==> config.mk <==
export PLATFORM = sky130hd
export DESIGN_NAME = tccw_ctrl
export DESIGN_NICKNAME = d
export VERILOG_FILES = /design/src/rtl/tccw_pkg.sv /design/src/rtl/tccw_ctrl.sv
export SDC_FILE = /design/constraint.sdc
export NUM_CORES = 1
export LEC_CHECK = 0
export BUFFER_PORTS_ARGS = -buffer_cell sky130_fd_sc_hd__clkbuf_2
export CAP_MARGIN = 30
export CORE_AREA = 2 2 39 41
export DETAILED_ROUTE_END_ITERATION = 8
export DIE_AREA = 0 0 41 43
export PLACE_DENSITY = 0.76
export SLEW_MARGIN = 20
export SYNTH_ARGS = -nofsm -noshare
export SYNTH_HDL_FRONTEND = slang
export SYNTH_SLANG_ARGS = --single-unit
==> constraint.sdc <==
create_clock -name i_clk -period 3.99 [get_ports i_clk]
set_clock_uncertainty 0.15 [all_clocks]
set_input_delay 0 -clock i_clk [delete_from_list [all_inputs] [get_ports i_clk]]
set_output_delay 0 -clock i_clk [all_outputs]
set_load 0.02 [all_outputs]
==> src/rtl/tccw_pkg.sv <==
// shared types and constants for the text console cell writer
package tccw_pkg;

    localparam int CELL_INDEX_W = 11;
    localparam int CURSOR_W     = 11;
    localparam int CELL_W       = 16;

    localparam logic CMD_PUT  = 1'b0;
    localparam logic CMD_READ = 1'b1;

    localparam logic [7:0]  CH_BS        = 8'd8;
    localparam logic [7:0]  CH_TAB       = 8'd9;
    localparam logic [7:0]  CH_LF        = 8'd10;
    localparam logic [7:0]  CH_CR        = 8'd13;
    localparam logic [7:0]  CH_SPACE     = 8'h20;
    localparam logic [7:0]  DEFAULT_ATTR = 8'h07;
    localparam logic [15:0] BLANK_CELL   = 16'h0720;

    localparam logic [2:0]  TAB_SPACES   = 3'd5;

    typedef struct packed {
        logic                    cmd;
        logic [7:0]              char_code;
        logic [7:0]              attribute;
        logic [CELL_INDEX_W-1:0] cell_index;
    } t_in;

    typedef struct packed {
        logic [CURSOR_W-1:0] cursor_loc;
        logic [CELL_W-1:0]   read_data;
    } t_out;

    // controller to datapath
    typedef struct packed {
        logic load;
        logic rd_cell;
        logic finish;
        logic tab_load;
        logic put_exec;
        logic scr_rd;
        logic scr_wr;
        logic blank_wr;
        logic idx_clr;
        logic scroll_done;
    } t_ctl;

    // datapath to controller
    typedef struct packed {
        logic eff_is_tab;
        logic need_scroll;
        logic tab_pending;
        logic copy_last;
        logic blank_last;
    } t_sts;

endpackage

==> src/rtl/tccw_ctrl.sv <==
// controller: sequences clear pass, puts, tab expansion, scroll and reads
module tccw_ctrl import tccw_pkg::*; (
    input  logic i_clk,
    input  logic i_rst_n,
    input  logic i_start,
    input  logic i_is_read,
    input  t_sts i_sts,
    output logic o_busy,
    output t_ctl o_ctl
);

    typedef enum logic [8:0] {
        S_CLEAR     = 9'b000000001,
        S_IDLE      = 9'b000000010,
        S_READ      = 9'b000000100,
        S_PUT       = 9'b000001000,
        S_CHK       = 9'b000010000,
        S_SCR_RD    = 9'b000100000,
        S_SCR_WR    = 9'b001000000,
        S_SCR_BLANK = 9'b010000000,
        S_FINISH    = 9'b100000000
    } t_state;

    t_state r_state, n_state;

    always_comb begin
        n_state = r_state;
        o_ctl   = '0;
        case (r_state)
            S_CLEAR: begin
                o_ctl.blank_wr = 1'b1;
                if (i_sts.blank_last) begin
                    o_ctl.idx_clr = 1'b1;
                    n_state       = S_IDLE;
                end
            end
            S_IDLE: begin
                if (i_start) begin
                    o_ctl.load = 1'b1;
                    n_state    = i_is_read ? S_READ : S_PUT;
                end
            end
            S_READ: begin
                o_ctl.rd_cell = 1'b1;
                n_state       = S_FINISH;
            end
            S_PUT: begin
                if (i_sts.eff_is_tab) begin
                    o_ctl.tab_load = 1'b1;
                end else begin
                    o_ctl.put_exec = 1'b1;
                    n_state        = S_CHK;
                end
            end
            S_CHK: begin
                if (i_sts.need_scroll) begin
                    n_state = S_SCR_RD;
                end else if (i_sts.tab_pending) begin
                    n_state = S_PUT;
                end else begin
                    n_state = S_FINISH;
                end
            end
            S_SCR_RD: begin
                o_ctl.scr_rd = 1'b1;
                n_state      = S_SCR_WR;
            end
            S_SCR_WR: begin
                o_ctl.scr_wr = 1'b1;
                n_state      = i_sts.copy_last ? S_SCR_BLANK : S_SCR_RD;
            end
            S_SCR_BLANK: begin
                o_ctl.blank_wr = 1'b1;
                if (i_sts.blank_last) begin
                    o_ctl.idx_clr     = 1'b1;
                    o_ctl.scroll_done = 1'b1;
                    n_state           = S_CHK;
                end
            end
            S_FINISH: begin
                o_ctl.finish = 1'b1;
                n_state      = S_IDLE;
            end
            default: begin
                n_state = S_IDLE;
            end
        endcase
    end

    always_ff @(posedge i_clk) begin
        if (!i_rst_n) begin
            r_state <= S_CLEAR;
        end else begin
            r_state <= n_state;
        end
    end

    assign o_busy = (r_state != S_IDLE);

endmodule

### Word level (Yosys, flattened, before mapping)

Cells that the tools add are included.

| cells by class | value |
|---|---|
| eq/ne operators | 14 |
| multiplexer cells | 22 |
| reductions and logical operators | 1 |

Operator list:

| operator | number |
|---|---|
| 9-bit case mux with 8 select lines | 1 |
| 9-bit two-way mux | 6 |
| 1-bit two-way mux | 10 |
| 9-bit by 1-bit equality test with 1-bit output (second input constant) | 1 |
| 9-bit by 2-bit equality test with 1-bit output (second input constant) | 1 |
| 9-bit by 3-bit equality test with 1-bit output (second input constant) | 1 |
| 9-bit by 4-bit equality test with 1-bit output (second input constant) | 1 |
| 9-bit by 5-bit equality test with 1-bit output (second input constant) | 1 |
| 9-bit by 6-bit equality test with 1-bit output (second input constant) | 1 |
| 9-bit by 7-bit equality test with 1-bit output (second input constant) | 1 |
| 9-bit by 8-bit equality test with 1-bit output (second input constant) | 1 |
| 9-bit equality test (second input constant) | 1 |
| 9-bit by 2-bit inequality test with 1-bit output (second input constant) | 1 |
| 8-bit two-way mux | 1 |
| 2-bit inequality test (second input constant) | 4 |
| 2-bit two-way mux | 2 |
| 4-bit two-way mux | 1 |
| 2-bit case mux with 2 select lines | 1 |
| 4-bit AND reduction | 1 |

| storage, ports and cells | value |
|---|---|
| bits in registers | 9 |
| input port bits | 9 |
| output and inout bits | 11 |

### Logic depth before layout (Yosys ltp)

| logic depth | value |
|---|---|
| depth after elaboration | 3 |
| depth in mapped cells | 6 |

### Worst setup path after synthesis

Ideal clock, no wire load.

| timing path | value |
|---|---|
| kind | reg-to-reg |
| start | register r_state[7] |
| end | register r_state[5] |
| library setup time | 58 ps |
| arrival | 1,598 ps |
| setup slack | 2,184 ps |
| cell stages (with the launch flop) | 5 |
| clock period less this slack | 1,806 ps |
| cell sequence | dfxtp_1 or4_4 nor4b_4 nor2b_1 o21a_1 |

| between the ends | value |
|---|---|
| word-level cells in the longest chain between the ends | 3 |
| elaborated cells on any way between the ends | 14 |
| those cells by class | eq/ne (12); mux (1); reduce/logical (1) |

RTL lines:

| item | line | text |
|---|---|---|
| start: declaration | tccw_ctrl.sv:24 | `t_state r_state, n_state;` |
| start signal: assignment | tccw_ctrl.sv:94 | `r_state <= n_state;` |
| 9-bit by 4-bit equality test with 1-bit output, or another cell as far along | tccw_ctrl.sv:29 | `case (r_state)` |
| 2-bit inequality test (no source line) | - |  |
| 4-bit AND reduction (no source line) | - |  |

Parallel ways exist; a longest one is shown, timed or not.
A chain may end at the register's enable or synchronous reset.

### Worst setup path after layout

| timing path | value |
|---|---|
| start | register r_state[7] |
| end | register r_state[2] |

Same word-level chain as after synthesis.

==> out/results.tsv <==
metric	value	unit
status	finished clean	
hp-start	i_sts[3]	
layout_commonest_cell	clkbuf_2	
startpoint	r_state[7]	
synth_nets	87	
track_usage	0.2213	
p_per_area	247.2	nW/µm²
period_needed	2950	ps
avgSynthCellArea	7.972	µm²
antenna_cells	0	
antenna_found_initial	0	
synthTopCellsByArea	dfxtp_1, nor2_1, inv_1	
holdWs	70.29	ps
start_util	0.4494	
largest_reg_flops	9	
synth_edf_count	0	
synthSimpleGateAreaFrac	0.4567	
synth_top_area_cell	dfxtp_1	
crit_type	register to register	
fin_cells	127	
grt_max_degree	10	
top_register	r_state	
final.fill_count	120	
cts_resized	0	
timing.final.crit_share	0.7394	
synthAdderAreaFrac	0	
worst_pin_slew	439.0	ps
layout-drive-gt1-share	0.2703	
dp.cells	110	
cts_sinks	9	
arrival	3010	ps
layout-area-overhead-vs-synth	40.44	%
synthFlopType	dfxtp_1	
clock.fmax	0.3390	GHz
synth_top_area_frac	0.2897	
ant_nets	0	
globalplace.congestion	0.8699	
end_kind	register	
die-area	1763	µm²
firstDrtPassIters	4	
dp_slack	2204	ps
rsz0062_at_grt	no	
grt_pass1_vias	639	
peakVddDrop	168.3	µV
finalSetupViolCount	0	
die_w	41	µm
power_frac_comb	0.223	
die-height	43	µm
path_max_fanout	8	
coreArea	1384	µm²
critical_path_required	4050	ps
syn_area	621.8	µm²
synth.distinct_cells	36	
routedWlPerCell	12.91	µm
synth_top_family_by_area	simple AND/OR/NAND/NOR gates	
drtIter0Drc	15	
fin_tns_setup	0	ps
switching_share	0.2932	
place_hpwl	1070	µm
synth_compound_area_frac	0.1630	
slew_violations	0	
r2r_setup_slack	1040	ps
ys_seq_elements	9	
muxShareOfSynthArea	0	
grt_pass1_wl	2628	µm
p_seq_frac	0.447	
power_switching	0.06329	mW
insertion_delay	270	ps
final_util	0.6311	
viasPerCell	5.677	
cts.htree.levels	1	
clock_path_buffers	2	
cts.clk_slew.worst_paths	70	ps
syn-instance-count	78	
clockRootBuffer	clkbuf_4	
cts_tree	built	
start_kind	register	
drc	0	
final_cell_mix	clkbuf_2, dlygate4sd3_1, nor2_1, dfxtp_1, inv_1	
yosys_warnings	0	
totalWireLength	1640	µm
async_reset_ff_frac	0	
io_buffers	19	
internal-power	0.1526	mW
rows	14	
cts_buffers	3	
yosysSeqAreaShare	0.2897	
largestRegisters	r_state x9	
relSlewSlack	0.6998	
num_vias	721	
grt.overflow.total	0	
hold_viol_final	0	
synth_xor_area_frac	0.01408	
p_clk_frac	0.330	
cap_violations	0	
post_cts_buffers	0	
fin_ws	1040	ps
worstReg2RegStart	r_state[7]	
leakagePower	0.3925	nW
hp-class	input port to register	
final_nets	121	
io_pins	20	
logic make-up after synthesis:
group                  count (synthesis)
XOR/XNOR                               1
buffers and inverters                 10
flip-flops                             9
AND/OR/NAND/NOR                       44
AO/OA/AOI/OAI                         14
final cells by class:
| cell class | count | area (µm²) | area share |
|---|---|---|---|
| clock inverter | 1 | 5.005 | 0.005731 |
| sequential | 9 | 180.2 | 0.2063 |
| inverter | 7 | 26.28 | 0.03009 |
| multi-input combinational | 59 | 394.1 | 0.4513 |
| tap | 16 | 20.02 | 0.02292 |
| clock buffer | 3 | 22.52 | 0.02579 |
| timing repair buffer | 32 | 225.2 | 0.2579 |
Yosys cell counts (all sizes together), types with 2 or more instances:
library cell  count
buf               2
nor4b             4
o21a              3
and3              3
nand3b            2
nand3             3
nor3              6
dfxtp             9
nand2             6
nor3b             2
a21oi             2
a21boi            2
o21ai             2
nor4              2
and4              2
inv               7
nor2              9
metrics by stage:
| step | cell area, µm² | total power [mW] |
|---|---|---|
| floorplan | 621.8 | 0.1252 |
| global placement | 715.7 | 0.1383 |
| detailed placement | 715.7 | 0.1385 |
| CTS | 873.3 | 0.2167 |
| global route | 873.3 | 0.2267 |
| finish | 873.3 | 0.2159 |
power by group through the flow:
stage | sequential [mW] | combinational (mW) | clock [mW]
floorplan | 0.0972 | 0.0280 | 0
global placement | 0.0984 | 0.0399 | 0
detailed placement | 0.0985 | 0.0400 | 0
CTS | 0.0965 | 0.0473 | 0.0729
global route | 0.0969 | 0.0526 | 0.0773
finish | 0.0966 | 0.0481 | 0.0712
worst max-delay path, stage by stage (launching register included):
cell	delay, ps
dfxtp_1	380
or4_4	590
nor2_1	170
and3_2	220
nand2_1	50
dlygate4sd3_1	550
nor3_1	180
dlygate4sd3_1	590
layer usage:
layer	global-route usage	wire (µm)
met3	0.03141	73
met5	0	0
met4	0.1533	59
met1	0.2686	678
met2	0.3375	829
path summary, 6_finish.rpt:
path              cells after the start    endpoint
setup / recovery                      7  r_state[2]
setup reg to reg                      7  r_state[2]
hold reg to reg                       3  r_state[4]
hold / removal                        4  r_state[3]
what timing repair did:
item                                    CTS  global route
endpoints found under the setup margin    0             0
endpoints found under the hold margin     9             0
hold buffers                             13             0
(Power assumes the default switching activity.)
